--- src/design/ted_pkg.sv ---
// ============================================================================
// Text encoding detector package
// Shared types, constants and decode functions for the encoding detector.
// ============================================================================
package ted_pkg;

    typedef enum logic [1:0] {
        CLASS_ANSI     = 2'd0,
        CLASS_UTF16_LE = 2'd1,
        CLASS_UTF16_BE = 2'd2,
        CLASS_UTF8     = 2'd3
    } enc_class_t;

    localparam logic [15:0] MARK_UTF16_LE = 16'hFFFE;
    localparam logic [15:0] MARK_UTF16_BE = 16'hFEFF;
    localparam logic [15:0] MARK_UTF8     = 16'hEFBB;

    localparam logic [1:0] POS_FIRST  = 2'd0;
    localparam logic [1:0] POS_SECOND = 2'd1;
    localparam logic [1:0] POS_BODY   = 2'd2;

    typedef struct packed {
        logic [1:0] byte_position;
        logic [7:0] first_byte_seen;
        enc_class_t mark_class;
        logic [2:0] continuation_left;
        logic       only_ascii;
        logic       sequence_failed;
    } scan_state_t;

    localparam scan_state_t SCAN_RESET = '{
        byte_position:     POS_FIRST,
        first_byte_seen:   8'h00,
        mark_class:        CLASS_ANSI,
        continuation_left: 3'd0,
        only_ascii:        1'b1,
        sequence_failed:   1'b0
    };

    // continuation bytes owed after a lead byte; zero for a stray 80-BF
    function automatic logic [2:0] lead_length(input logic [7:0] b);
        logic [2:0] len;
        priority if (b == 8'hFC || b == 8'hFD) begin
            len = 3'd5;
        end else if (b >= 8'hF8) begin
            len = 3'd4;
        end else if (b >= 8'hF0) begin
            len = 3'd3;
        end else if (b >= 8'hE0) begin
            len = 3'd2;
        end else if (b >= 8'hC0) begin
            len = 3'd1;
        end else begin
            len = 3'd0;
        end
        return len;
    endfunction

    function automatic enc_class_t mark_of(input logic [7:0] b0, input logic [7:0] b1);
        enc_class_t cls;
        priority if ({b0, b1} == MARK_UTF16_LE) begin
            cls = CLASS_UTF16_LE;
        end else if ({b0, b1} == MARK_UTF16_BE) begin
            cls = CLASS_UTF16_BE;
        end else if ({b0, b1} == MARK_UTF8) begin
            cls = CLASS_UTF8;
        end else begin
            cls = CLASS_ANSI;
        end
        return cls;
    endfunction

endpackage

--- src/design/ted_scan_step.sv ---
// ============================================================================
// Encoding detector scan step
// Next scan state and end-of-file class for one byte of the stream.
// ============================================================================
module ted_scan_step (
    input  ted_pkg::scan_state_t cur_state,
    input  logic [7:0]           data_byte,
    output ted_pkg::scan_state_t next_state,
    output ted_pkg::enc_class_t  file_class
);

    logic [2:0] lead_len;

    assign lead_len = ted_pkg::lead_length(data_byte);

    always_comb begin
        next_state = cur_state;

        unique case (cur_state.byte_position)
            ted_pkg::POS_FIRST: begin
                next_state.first_byte_seen = data_byte;
                next_state.byte_position   = ted_pkg::POS_SECOND;
            end
            ted_pkg::POS_SECOND: begin
                next_state.mark_class    = ted_pkg::mark_of(cur_state.first_byte_seen,
                                                            data_byte);
                next_state.byte_position = ted_pkg::POS_BODY;
            end
            default: begin
                next_state.byte_position = ted_pkg::POS_BODY;
            end
        endcase

        if (data_byte[7]) begin
            next_state.only_ascii = 1'b0;
        end

        if (!cur_state.sequence_failed) begin
            if (cur_state.continuation_left == 3'd0) begin
                if (data_byte[7]) begin
                    if (lead_len == 3'd0) begin
                        next_state.sequence_failed = 1'b1;
                    end else begin
                        next_state.continuation_left = lead_len;
                    end
                end
            end else begin
                if (data_byte[7:6] != 2'b10) begin
                    next_state.sequence_failed = 1'b1;
                end else begin
                    next_state.continuation_left = cur_state.continuation_left - 3'd1;
                end
            end
        end
    end

    always_comb begin
        priority if (next_state.mark_class != ted_pkg::CLASS_ANSI) begin
            file_class = next_state.mark_class;
        end else if (next_state.sequence_failed || next_state.continuation_left != 3'd0
                     || next_state.only_ascii) begin
            file_class = ted_pkg::CLASS_ANSI;
        end else begin
            file_class = ted_pkg::CLASS_UTF8;
        end
    end

endmodule

--- src/design/text_encoding_detector_core.sv ---
// ============================================================================
// Text encoding detector core
// Classifies a byte stream as ANSI, UTF-16 LE/BE (by mark) or UTF-8.
// ============================================================================
//  channel  | dir | tdata                  | tlast
//  s_       | in  | [7:0] data_byte        | last_byte
//  m_       | out | [1:0] encoding_class   | -
//
//  One byte per clock, sustained unless a last byte waits on a result. A byte
//  is held in an input register, then the scan step updates the state and,
//  on the last byte, loads the result register.
//  Reset is synchronous, active low; no clearing pass.
//  A waiting result stalls only a last byte; other bytes keep flowing.
// ============================================================================
module text_encoding_detector_core (
    input  logic       aclk,
    input  logic       aresetn,
    input  logic       s_tvalid,
    output logic       s_tready,
    input  logic [7:0] s_tdata,   // [7:0] data_byte
    input  logic       s_tlast,
    output logic       m_tvalid,
    input  logic       m_tready,
    output logic [7:0] m_tdata    // [1:0] encoding_class, [7:2] zero
);

    logic                 in_valid_reg;
    logic [7:0]           in_byte_reg;
    logic                 in_last_reg;
    ted_pkg::scan_state_t state_reg;
    ted_pkg::scan_state_t state_next;
    ted_pkg::enc_class_t  class_next;
    logic                 out_valid_reg;
    ted_pkg::enc_class_t  out_class_reg;
    logic                 advance;

    ted_scan_step u_scan (
        .cur_state  (state_reg),
        .data_byte  (in_byte_reg),
        .next_state (state_next),
        .file_class (class_next)
    );

    assign advance  = in_valid_reg && (!in_last_reg || !out_valid_reg || m_tready);
    assign s_tready = !in_valid_reg || advance;

    always_ff @(posedge aclk) begin
        if (!aresetn) begin
            in_valid_reg <= 1'b0;
        end else if (s_tready) begin
            in_valid_reg <= s_tvalid;
        end
    end

    always_ff @(posedge aclk) begin
        if (s_tready && s_tvalid) begin
            in_byte_reg <= s_tdata;
            in_last_reg <= s_tlast;
        end
    end

    always_ff @(posedge aclk) begin
        if (!aresetn) begin
            state_reg <= ted_pkg::SCAN_RESET;
        end else if (advance) begin
            state_reg <= in_last_reg ? ted_pkg::SCAN_RESET : state_next;
        end
    end

    always_ff @(posedge aclk) begin
        if (!aresetn) begin
            out_valid_reg <= 1'b0;
        end else if (advance && in_last_reg) begin
            out_valid_reg <= 1'b1;
        end else if (m_tready) begin
            out_valid_reg <= 1'b0;
        end
    end

    always_ff @(posedge aclk) begin
        if (advance && in_last_reg) begin
            out_class_reg <= class_next;
        end
    end

    assign m_tvalid = out_valid_reg;
    assign m_tdata  = {6'b000000, out_class_reg};

    // a new result only follows a last byte leaving the input register
    assert property (@(posedge aclk) disable iff (!aresetn)
        $rose(out_valid_reg) |-> $past(advance && in_last_reg))
        else $error("result without a last byte");

    // state is back at reset after every file
    assert property (@(posedge aclk) disable iff (!aresetn)
        (advance && in_last_reg) |=> (state_reg == ted_pkg::SCAN_RESET))
        else $error("scan state not cleared after file");

    // an open sequence implies a non-ASCII byte has been seen
    assert property (@(posedge aclk) disable iff (!aresetn)
        (state_reg.continuation_left != 3'd0) |-> !state_reg.only_ascii)
        else $error("open sequence in an ASCII-only stream");

    // a mark is only recorded once two bytes have been taken
    assert property (@(posedge aclk) disable iff (!aresetn)
        (state_reg.mark_class != ted_pkg::CLASS_ANSI) |->
            (state_reg.byte_position == ted_pkg::POS_BODY))
        else $error("mark recorded before second byte");

endmodule
--- config.mk ---
export PLATFORM = sky130hd
export DESIGN_NAME = text_encoding_detector_core
export DESIGN_NICKNAME = d
export VERILOG_FILES = /design/src/design/ted_pkg.sv /design/src/design/ted_scan_step.sv /design/src/design/text_encoding_detector_core.sv
export SDC_FILE = /design/constraint.sdc
export NUM_CORES = 1
export LEC_CHECK = 0
export ABC_AREA = 1
export BUFFER_PORTS_ARGS = -buffer_cell sky130_fd_sc_hd__buf_2
export CORE_MARGIN = 5
export CORE_UTILIZATION = 44
export CTS_BUF_LIST = sky130_fd_sc_hd__clkbuf_2 sky130_fd_sc_hd__clkbuf_4 sky130_fd_sc_hd__clkbuf_8
export DETAILED_ROUTE_END_ITERATION = 10
export GPL_TIMING_DRIVEN = 0
export PLACE_DENSITY = 0.69
export SLEW_MARGIN = 20
export SYNTH_ARGS = -nofsm -noshare
export SYNTH_HDL_FRONTEND = slang
export SYNTH_SLANG_ARGS = --single-unit
export TNS_END_PERCENT = 30
--- constraint.sdc ---
create_clock -name aclk -period 3.75 [get_ports aclk]
set_input_delay 0.1875 -clock aclk [delete_from_list [all_inputs] [get_ports aclk]]
set_output_delay 0.1875 -clock aclk [all_outputs]
set_load 0.01 [all_outputs]
# Word level (Yosys, flattened, before mapping)
# Cells that the tools add are included.
# word_totals
regBits	30
out_inout_bits	10
wordCells	70
# classes
add_sub_neg	1
n_lt_le_gt_ge	4
n_eq_ne	7
mux	27
n_reduce_logical	20
# op_table
cell	count
16-bit == test, second input constant	3
8-bit >= comparator, second input constant	4
3-bit 2-to-1 mux	9
17-bit 2-to-1 mux	1
8-bit == test, second input constant	2
2-bit 2-to-1 mux	7
1-bit 2-to-1 mux	9
8-bit 2-to-1 mux	1
3-bit logical NOT	2
1-bit logical OR	6
2-bit nonzero test	3
1-bit logical AND	3
1-bit logical NOT	3
3-bit nonzero test	1
3-bit by 1-bit subtractor with 3-bit output, second input constant	1
2-bit by 1-bit == test with 1-bit output, second input constant	1
2-bit logical NOT	1
2-bit != test, second input constant	1
2-bit AND reduction	1

# Logic depth before layout (Yosys ltp)
# Gate-level depths: netlist of the first run.
# depth
depth_word	16
mapped_depth	11
depth_no_buf	11

# Hierarchy
# Synthesis of the first run repeated with hierarchy kept, for this count alone.
# hier_totals
hier_cells	232
hier_area_um2	1691.6
# by_module_without_submodules
mod	instances	cells_per_inst	area_per_inst_um2	seq_area_each_um2
text_encoding_detector_core	1	107	1129.8	710.7
ted_scan_step	1	125	561.8	0.0

# Least setup slack after synthesis of the first run
# Ideal clock, no wire load.
# synth_timing
kind	reg2reg
startpoint	register state_reg[2] (netlist name)
endpoint	register out_class_reg[0] (data pin)
arrival_ps	1300
required_time_ps	3494
path_slack_ps	2194
stages_incl_launch_ff	12
n_path_buf	0
cell_sequence	dfxtp_1 inv_1 ha_1 inv_1 nor2_1 nand2_1 inv_1 nand2_1 nand3b_1 nand2_1 nand4_1 nand2_1
# synth_via
elab_chain_len	9
word_cells_on_any_way	14
classes_between	add/sub (1); mux (9); reduce/logical (4)
# synth_rtl
element	line_no	source
start, declared	text_encoding_detector_core.sv:30	ted_pkg::scan_state_t state_reg;
start signal, assigned	text_encoding_detector_core.sv:64	state_reg <= ted_pkg::SCAN_RESET;
start signal, assigned	text_encoding_detector_core.sv:66	state_reg <= in_last_reg ? ted_pkg::SCAN_RESET : state_next;
3-bit by 1-bit subtractor with 3-bit output / 3-bit 2-to-1 mux (equally long branches)	ted_scan_step.sv:51, ted_scan_step.sv:41	
3-bit 2-to-1 mux, on equally long branches	ted_scan_step.sv:48, ted_scan_step.sv:40	
3-bit 2-to-1 mux	ted_scan_step.sv:39	if (cur_state.continuation_left == 3'd0) begin
3-bit 2-to-1 mux	ted_scan_step.sv:38	if (!cur_state.sequence_failed) begin
3-bit nonzero test	ted_scan_step.sv:60	end else if (next_state.sequence_failed || next_state.continuation_left != 3'd0
1-bit logical OR *	ted_scan_step.sv:60	
1-bit logical OR *	ted_scan_step.sv:61	|| next_state.only_ascii) begin
2-bit 2-to-1 mux *	ted_scan_step.sv:60	
2-bit 2-to-1 mux *	ted_scan_step.sv:58	priority if (next_state.mark_class != ted_pkg::CLASS_ANSI) begin
named net class_next[0]	text_encoding_detector_core.sv:32	ted_pkg::enc_class_t class_next;
end signal, assigned	text_encoding_detector_core.sv:82	out_class_reg <= class_next;
end, declared	text_encoding_detector_core.sv:34	ted_pkg::enc_class_t out_class_reg;
# Mark *: on every way through the listed nets, which the timed path passes. The rest lies on a longest branch.
# A chain may end at the register's enable or synchronous reset.

# Final worst setup path of the first run
# Same ends and word-level chain as after synthesis.

==> metrics.cfg, run 1 <==
[outcome]
status = finished clean

[clock_tree]
tritoncts = done
h-tree-depth = 2
clk_pin_slew_worst_paths_ns = 0.09
clock-sinks = 30
numCtsBuffers = 5
ctsResizeCount = 0
clk_latency_ns = 0.32
cts_setup_buffers = 0
ctsHoldBuffers = 0
ctsRootBufferMaster = clkbuf_4
clock_tree.buffer_depth = 2

[place]
place_hpwl_microns = 2400
gp_congestion = 0.916
dpl_cell_area_sq_um = 1710
portBuffers = 16
pre_cts_ws_ns = 1.97

[sta]
finalSetupViolations = 0
setup-tns-final_ns = 0
rsz0062_at_grt = false
clock_skew_ns = 0.00582
holdWs_ns = 0.0414
max_freq_ghz = 0.534
timing.final.crit_share_pct = 50.0
hold_violations = 0
min_period_ns = 1.87
setup_ws_ns = 1.88
final_max_slew_viol_count = 0

[global_route]
grt_start_max_net_pins = 11
grt-ovfl-total = 0
grt_pass1_vias = 1192
track_usage_pct = 12.7
antenna_found_initial = 0
grt_pass1_wl_microns = 4930

[yosys]
yosys.area.top_type = dfxtp_1
synth_cell_types = 27
synth_ff_type = dfxtp_1
synth_seq_cells = 30
synthTopCellsByArea = dfxtp_1, edfxtp_1, nand2_1
synth_cells = 207
synthMostInstantiatedCell = nand2_1
async_reset_ff_share_pct = 0
syn-mean-instance-area_sq_um = 7.49
synth-edff-count = 11
syn_area_sq_um = 1550
yosysWarnings = 0
synth_commonest_cells = nand2_1, inv_1, nor2_1, dfxtp_1, nand3_1
synth.top_cell.area_share_pct = 24.5
seq_area_frac_synth_pct = 45.8

[detailed_routing]
drtAntennaViolNets = 0
wl_met1_microns = 1340
drc_errors = 0
via_per_inst = 4.73
wirelength_microns = 3010
vias = 1335
wl_per_cell_microns = 10.7
wl_met3_microns = 202
drt_pass1_iterations = 5
drtIter0Drc = 61
routed.top_layer = met4
dr_wl_met2_microns = 1420

[power]
leakagePower_uw = 0.000824
power_density_nw_per_um2 = 344
ir_drop_mv = 0.384

[setup_path]
critPathRequiredTime_ns = 3.83
arrival_ns = 1.95
endpoint_kind = flip-flop
cp_max_fo = 5
startpoint_type = flip-flop
crit_chain = inv_1 -> ha_1 -> inv_1 -> nor2_1 -> nand2_1 -> nor2_1 -> o21ai_0 -> nand2_1 -> nor2_1 -> nand4_1 -> nand2_1
slowest_stage = dfxtp_1
cp_slowest_stage_delay_ns = 0.35
criticalPathCategory = flip-flop to flip-flop

[final_layout]
drive_above_1_share_pct = 18.6
fill_cells = 344
multiInputGateArea_sq_um = 686
largest_register_ffs = 17
fin_area_sq_um = 1760
fin_util_pct = 52.2
register_area_sq_um = 711
syn2layout_area_growth_pct = 13.2
final_nets = 250
antenna_cells = 0

[flow_run]
drv_cap = 0

[die]
fp.dieW_microns = 69.4
ios = 23
core_sq_um = 3360
initial_core_util_pct = 46.1
fp.dieH_microns = 69.4
dieArea_sq_um = 4810
core.rowCount = 21

[min_path]
hold_class = input pin to flip-flop

-- metrics by stage --
| stage | total power, uW | std cells |
|---|---|---|
| CTS | 610 | 282 |
| detailed placement | 442 | 274 |
| global placement | 441 | 274 |
| floorplan | 421 | 212 |
| global route | 639 | 282 |
| finish | 603 | 282 |
-- area by class of cell --
class / instances / area share, %
flip-flops and latches: 30 / 40.5
multi-input cells: 142 / 39.1
inverters: 33 / 7.06
repair buffers: 16 / 4.56
well taps: 46 / 3.28
plain buffers: 7 / 2.78
clock buffers: 5 / 2.14
clock inverters: 3 / 0.641
-- path summary, 6_finish.rpt --
check	from	endpoint	slack, ns	cells past startpoint
max	state_reg[2]	out_class_reg[0]	1.88	11
min	s_tdata[2]	in_byte_reg[2]	0.04	1
max reg2reg	state_reg[2]	out_class_reg[0]	1.88	11
min reg2reg	state_reg[5]	state_reg[5]	0.48	2
-- logic make-up after synthesis --
group	Yosys count	share of synthesized area (%)
buffers and inverters	40	11.1
AO/OA/AOI/OAI	28	11.4
adder cells (fa/ha/maj)	2	1.61
other	1	0.242
flip-flops	30	45.8
AND/OR/NAND/NOR	106	29.8
-- placed cells by master (no fill, tap or decap) --
cell type and n:
nand2_1 55, inv_1 29, nor2_1 22, dfxtp_1 19, buf_2 16, nand3_1 15, edfxtp_1 11, a21oi_1 8
nand2_2 7, buf_4 6, conb_1 6, o21ai_0 5, clkbuf_4 5, inv_2 4, o31ai_1 4, o21ai_1 3
clkinv_1 3, nor2_4 2, a21oi_2 2, o32ai_1 2, a32oi_1 2, ha_1 2, nor2_2 1, nor3_1 1
nand3b_1 1, a31oi_1 1, or2_2 1, nand4_1 1, buf_1 1, a211oi_1 1
-- metal layers --
metal	vias to the layer above	global-route usage, %
met5	-	0
met4	0	4.56
met3	4	4.78
met2	39	21.7
met1	583	14.3
li1	709	-
-- worst max-delay path: cells and delay by family (launching register included) --
kind	cells	cell delay (ns)
and+or+nand+nor	7	0.83
DFF	1	0.35
buffers and inverters	2	0.19
adders and majority gates	1	0.18
AOI/OAI and AO/OA	1	0.09
-- report_power, final --
part	leakage, uW	switching, uW	internal (uW)	total, uW
sequential	0.000261	10.1	352	362
combinational	0.000535	46.9	26.3	73.2
clock	0.0000277	101	66.6	168
No activity file was read; power rests on OpenSTA's default activity.
==> run 2, diff against run 1 <==
==> constraint.sdc (replaced) <==
create_clock -name aclk -period 1.8 [get_ports aclk]
set_input_delay 0.09 -clock aclk [delete_from_list [all_inputs] [get_ports aclk]]
set_output_delay 0.09 -clock aclk [all_outputs]
set_load 0.01 [all_outputs]
==> metrics.cfg, run 2 (same netlist as run 1, synthesis figures left out) <==
[die]
ios = 23  ; unchanged
initial_core_util_pct = 46.1  ; unchanged
core_sq_um = 3360  ; unchanged
core.rowCount = 21  ; unchanged
fp.dieH_microns = 69.4  ; unchanged
fp.dieW_microns = 69.4  ; unchanged
dieArea_sq_um = 4810  ; unchanged

[sta]
final_max_slew_viol_count = 0  ; unchanged
min_period_ns = 1.69  ; was 1.87 ns
setup_ws_ns = 0.113  ; was 1.88 ns
clock_skew_ns = 0.00432  ; was 0.00582 ns
finalSetupViolations = 0  ; unchanged
max_freq_ghz = 0.593  ; was 0.534 GHz
timing.final.crit_share_pct = 93.7  ; was 50.0%
hold_violations = 0  ; unchanged

[power]
power_density_nw_per_um2 = 690  ; was 344 nW/um^2
ir_drop_mv = 0.708  ; was 0.384 mV
leakagePower_uw = 0.000865  ; was 0.000824 uW

[setup_path]
cp_max_fo = 5  ; unchanged
path_common_cell = nand2_1
arrival_ns = 1.77  ; was 1.95 ns
crit_chain = inv_1 -> ha_1 -> inv_1 -> nor2_4 -> nand2_1 -> nor2_1 -> o21ai_0 -> nand2_1 -> nor2_1 -> nand4_1 -> nand2_1  ; was inv_1 -> ha_1 -> inv_1 -> nor2_1 -> nand2_1 -> nor2_1 -> o21ai_0 -> nand2_1 -> nor2_1 -> nand4_1 -> nand2_1
cp_slowest_stage_delay_ns = 0.35  ; about the same
critPathRequiredTime_ns = 1.89  ; was 3.83 ns
endpoint_kind = flip-flop  ; unchanged
startpoint_type = flip-flop  ; unchanged
criticalPathCategory = flip-flop to flip-flop  ; unchanged
slowest_stage = dfxtp_2  ; was dfxtp_1

[final_layout]
final_nets = 259  ; was 250
register_area_sq_um = 712  ; was 711 sq um
layout_common_cells = nand2_1, inv_1, nor2_1, dfxtp_1, buf_2  ; unchanged
layout_commonest_cell = nand2_1  ; unchanged
largest_register_ffs = 17  ; unchanged
fin_area_sq_um = 1850  ; was 1760 sq um
antenna_cells = 0  ; unchanged
multiInputGateArea_sq_um = 693  ; was 686 sq um
drive_above_1_share_pct = 18.8  ; was 18.6%
fill_cells = 331  ; was 344
syn2layout_area_growth_pct = 19.6  ; was 13.2%
fin_util_pct = 55.1  ; was 52.2%

[flow_run]
drv_cap = 0  ; unchanged

[detailed_routing]
drt_pass1_iterations = 4  ; was 5
drtAntennaViolNets = 0  ; unchanged
drtIter0Drc = 63  ; was 61
via_per_inst = 4.66  ; was 4.73
wirelength_microns = 3150  ; was 3010 microns
drc_errors = 0  ; unchanged
wl_per_cell_microns = 10.8  ; was 10.7 microns
vias = 1356  ; was 1,335

[clock_tree]
numCtsBuffers = 5  ; unchanged
ctsRootBufferMaster = clkbuf_4  ; unchanged
h-tree-depth = 2  ; unchanged
cts_setup_buffers = 0  ; unchanged
tritoncts = done  ; unchanged
clock_tree.buffer_depth = 2  ; unchanged
clk_pin_slew_worst_paths_ns = 0.09  ; about the same
clock-sinks = 30  ; unchanged
clk_latency_ns = 0.32  ; about the same

[place]
pre_cts_ws_ns = 0.0235  ; was 1.97 ns
portBuffers = 16  ; unchanged
gp_congestion = 0.916  ; unchanged
dpl_cell_area_sq_um = 1710  ; unchanged
place_hpwl_microns = 2400  ; unchanged

[global_route]
antenna_found_initial = 0  ; unchanged
grt-ovfl-total = 0  ; unchanged
grt_pass1_vias = 1211  ; was 1,192
track_usage_pct = 13.1  ; was 12.7%
grt_pass1_wl_microns = 5090  ; was 4930 microns
grt_start_max_net_pins = 11  ; unchanged

[outcome]
status = finished clean  ; unchanged

[min_path]
hold_class = input pin to flip-flop  ; unchanged

run 2: cell types whose count changed in the layout (fill, tap and decap cells not counted), sizes merged:
cell         before  now
dlygate4sd3       0    9
run 2: stage by stage:
stage / setup TNS [ns] / power [uW] / hold slack (ns) / instances
5_1_grt: -0.00396 / 1350 / 0.00522 / 291
4_1_cts: 0 / 1290 / 0.0150 / 291
6_report: 0 / 1280 / 0.0246 / 291
3_5_place_dp: 0 / 920 / 0.268 / 274
2_1_floorplan: 0 / 876 / 0.189 / 212
3_3_place_gp: 0 / 918 / 0.266 / 274
run 2: report_power, final:
group	total, uW	internal (uW)	switching, uW	leakage, uW
combinational	169	67.9	101	0.000576
sequential	754	733	21.1	0.000261
clock	356	139	217	0.0000277
total	1280	940	339	0.000865
run 2: cell type report:
class | count | share of cell area (%)
Timing Repair Buffer | 25 | 9.18
Clock inverter | 3 | 0.607
Buffer | 7 | 2.63
Clock buffer | 5 | 2.02
Tap cell | 46 | 3.10
Sequential cell | 30 | 38.4
Inverter | 33 | 6.68
Multi-Input combinational cell | 142 | 37.4
run 2: worst max-delay path, delay by kind of cell (launching register included):
family	cells	cell delay [ns]
compound gates	1	0.09
buf+inv	2	0.19
simple gates	7	0.63
flops	1	0.35
fa+ha+maj	1	0.18
run 2: path summary, 6_finish.rpt:
check / start / end / slack (ns) / depth (start not counted)
max: state_reg[2] / out_class_reg[0] / 0.11 / 11
min reg2reg: state_reg[3] / state_reg[3] / 0.48 / 2
max reg2reg: state_reg[2] / out_class_reg[0] / 0.11 / 11
min: aresetn / m_tvalid / 0.02 / 3
run 2: per-layer routing:
layer / vias to the layer above / wire (microns) / global-route usage, %
met4: 0 / 46 / 4.56
met3: 4 / 147 / 4.93
met5: - / 0 / 0
li1: 727 / - / -
met2: 25 / 1530 / 22.5
met1: 600 / 1430 / 14.8
run 2: repair_timing:
action | in CTS | in global routing
endpoints found under the setup margin | 0 | 2
endpoints found under the hold margin | 9 | 0
hold buffers | 9 | 0
resized for setup | 0 | 3
==> run 3, diff against run 2 <==
--- a/config.mk
+++ b/config.mk
@@ -6,13 +6,14 @@
 export NUM_CORES = 1
 export LEC_CHECK = 0
 export ABC_AREA = 1
-export BUFFER_PORTS_ARGS = -buffer_cell sky130_fd_sc_hd__buf_2
 export CORE_MARGIN = 5
 export CORE_UTILIZATION = 44
 export CTS_BUF_LIST = sky130_fd_sc_hd__clkbuf_2 sky130_fd_sc_hd__clkbuf_4 sky130_fd_sc_hd__clkbuf_8
 export DETAILED_ROUTE_END_ITERATION = 10
+export DONT_BUFFER_PORTS = 1
 export GPL_TIMING_DRIVEN = 0
-export PLACE_DENSITY = 0.69
+export PLACE_DENSITY = 0.64
+export SETUP_SLACK_MARGIN = 0.2
 export SLEW_MARGIN = 20
 export SYNTH_ARGS = -nofsm -noshare
 export SYNTH_HDL_FRONTEND = slang
==> metrics.cfg, run 3 (same netlist as run 1, synthesis figures left out) <==
[power]
power_density_nw_per_um2 = 713  ; was 690 nW/um^2
ir_drop_mv = 0.502  ; was 0.708 mV
power_uw = 1350  ; was 1280 uW
p_comb_share_pct = 12.6  ; was 13.2%
pwr-share-seq_pct = 55.9  ; was 59.0%
switching_power_uw = 345  ; was 339 uW
leakagePower_uw = 0.000869  ; was 0.000865 uW
swShare_pct = 25.5  ; was 26.5%
intPower_uw = 1010  ; was 940 uW
clkPwrFrac_pct = 31.6  ; was 27.8%

[setup_path]
critPathLaunch = state_reg[2]  ; unchanged
crit_chain = inv_2 -> ha_2 -> inv_1 -> nor2_4 -> nand2_2 -> nor2_1 -> o21ai_0 -> nand2_1 -> nor2_1 -> nand4_1 -> nand2_1  ; was inv_1 -> ha_1 -> inv_1 -> nor2_4 -> nand2_1 -> nor2_1 -> o21ai_0 -> nand2_1 -> nor2_1 -> nand4_1 -> nand2_1
endpoint_kind = flip-flop  ; unchanged
criticalPathCategory = flip-flop to flip-flop  ; unchanged
startpoint_type = flip-flop  ; unchanged
cp_slowest_stage_delay_ns = 0.34  ; was 0.35 ns
cp_max_fo = 5  ; unchanged
critPathRequiredTime_ns = 1.90  ; was 1.89 ns
r2r-start = state_reg[2]  ; unchanged
slowest_stage = dfxtp_2  ; unchanged
arrival_ns = 1.70  ; was 1.77 ns

[place]
place_hpwl_microns = 2410  ; was 2400 microns
portBuffers = 0  ; was 16
dp.cells = 258  ; was 274
gp_congestion = 0.852  ; was 0.916

[detailed_routing]
vias = 1323  ; was 1,356
via_per_inst = 4.61  ; was 4.66
dr_wl_met2_microns = 1550  ; was 1530 microns
drtIter0Drc = 52  ; was 63
drc_errors = 0  ; unchanged
drt_pass1_iterations = 4  ; unchanged
drtAntennaViolNets = 0  ; unchanged
wirelength_microns = 3290  ; was 3150 microns
wl_per_cell_microns = 11.5  ; was 10.8 microns
wl_met1_microns = 1510  ; was 1430 microns
wl_met3_microns = 158  ; was 147 microns
routed.top_layer = met4  ; unchanged

[final_layout]
largest_register_ffs = 17  ; unchanged
stdcell_count = 287  ; was 291
layout_commonest_cell = nand2_1  ; unchanged
fin_util_pct = 56.4  ; was 55.1%
antenna_cells = 0  ; unchanged
syn2layout_area_growth_pct = 22.4  ; was 19.6%
final_nets = 255  ; was 259
layout_common_cells = nand2_1, inv_1, nor2_1, dfxtp_1, buf_4  ; was nand2_1, inv_1, nor2_1, dfxtp_1, buf_2
fill_cells = 326  ; was 331
drive_above_1_share_pct = 20.3  ; was 18.8%

[die]
ios = 23  ; unchanged
core.rowCount = 21  ; unchanged
fp.dieH_microns = 69.4  ; unchanged
initial_core_util_pct = 46.1  ; unchanged
fp.dieW_microns = 69.4  ; unchanged
core_sq_um = 3360  ; unchanged
dieArea_sq_um = 4810  ; unchanged

[flow_run]
drv_cap = 0  ; unchanged

[sta]
min_period_ns = 1.60  ; was 1.69 ns
timing.final.crit_share_pct = 89.1  ; was 93.7%
tightest_slew_ns = 0.521
setup-tns-final_ns = 0  ; unchanged
final_max_slew_viol_count = 0  ; unchanged
holdWs_ns = 0.0310  ; was 0.0246 ns
rsz0062_at_grt = true
clock_skew_ns = 0.0127  ; was 0.00432 ns
finalSetupViolations = 0  ; unchanged
max_freq_ghz = 0.624  ; was 0.593 GHz
hold_violations = 0  ; unchanged
slew_headroom_pct = 65.2

[global_route]
grt-ovfl-total = 0  ; unchanged
track_usage_pct = 14.5  ; was 13.1%
antenna_found_initial = 0  ; unchanged
grt_pass1_vias = 1224  ; was 1,211
grt_start_max_net_pins = 11  ; unchanged
grt_pass1_wl_microns = 5460  ; was 5090 microns

[clock_tree]
ctsRootBufferMaster = clkbuf_4  ; unchanged
h-tree-depth = 2  ; unchanged
clk_latency_ns = 0.33  ; was 0.32 ns
numCtsBuffers = 5  ; unchanged
clock_tree.buffer_depth = 2  ; unchanged
clk_pin_slew_worst_paths_ns = 0.09  ; about the same
tritoncts = done  ; unchanged
clock-sinks = 30  ; unchanged

[min_path]
min_from = m_tready  ; was aresetn
hold_class = input pin to flip-flop  ; unchanged

[outcome]
status = finished clean  ; unchanged

==> run 3: changes by cell type in the layout (fill, tap and decap cells not counted), moves of 2 or more <==
| cell | change |
|---|---|
| inv_1 | -2 |
| inv_2 | +2 |
| buf_2 | -16 |
| clkinv_1 | -3 |
| buf_4 | +10 |
| dlygate4sd3_1 | +2 |
==> run 3: routing by layer <==
metal  global-route usage, %  vias up
met5                       0        -
met3                    5.22        8
met2                    24.7       27
li1                        -      723
met1                    16.0      565
met4                    6.51        0
==> run 3: power groups by stage <==
stage               Sequential [uW]  Clock [uW]  Combinational (uW)
finish                          756         427                 170
global route                    759         470                 194
CTS                             755         441                 163
detailed placement              771           0                 134
global placement                771           0                 134
floorplan                       766           0                 111
==> run 3: area by class of cell <==
type	count	area, sq um	area share, %
well taps	46	57.6	3.03
flip-flops and latches	30	713	37.6
clock buffers	7	58.8	3.10
plain buffers	7	48.8	2.57
clock inverters	1	5.00	0.264
repair buffers	21	185	9.76
multi-input cells	142	706	37.2
inverters	33	124	6.53
==> run 3: path summary, 6_finish.rpt <==
| kind | endpoint | cells after the start | slack [ns] |
|---|---|---|---|
| hold reg to reg | state_reg[5] | 2 | 0.47 |
| hold / removal | m_tvalid | 3 | 0.03 |
| setup / recovery | out_class_reg[0] | 11 | 0.20 |
| setup reg to reg | out_class_reg[0] | 11 | 0.20 |
==> run 3: worst max-delay path, delay by kind of cell, from the launching register on <==
| kind | cells | cell delay, ns |
|---|---|---|
| adders and majority gates | 1 | 0.17 |
| buffers and inverters | 2 | 0.12 |
| DFF | 1 | 0.34 |
| AOI/OAI and AO/OA | 1 | 0.09 |
| and+or+nand+nor | 7 | 0.64 |
==> run 3: stage by stage <==
step	cell area (sq um)	worst slack [ns]
CTS	1860	0.201
floorplan	1570	0.244
global route	1900	0.0630
detailed placement	1630	-0.0106
global placement	1630	0.0195
finish	1900	0.197
==> run 3: what timing repair did <==
action                     4_1_cts  5_1_grt
setup buffers                    6        4
resized for setup                7        3
hold endpoints to repair        13        0
pin swaps                        3        7
hold buffers                    11        0
setup endpoints to repair        5       13
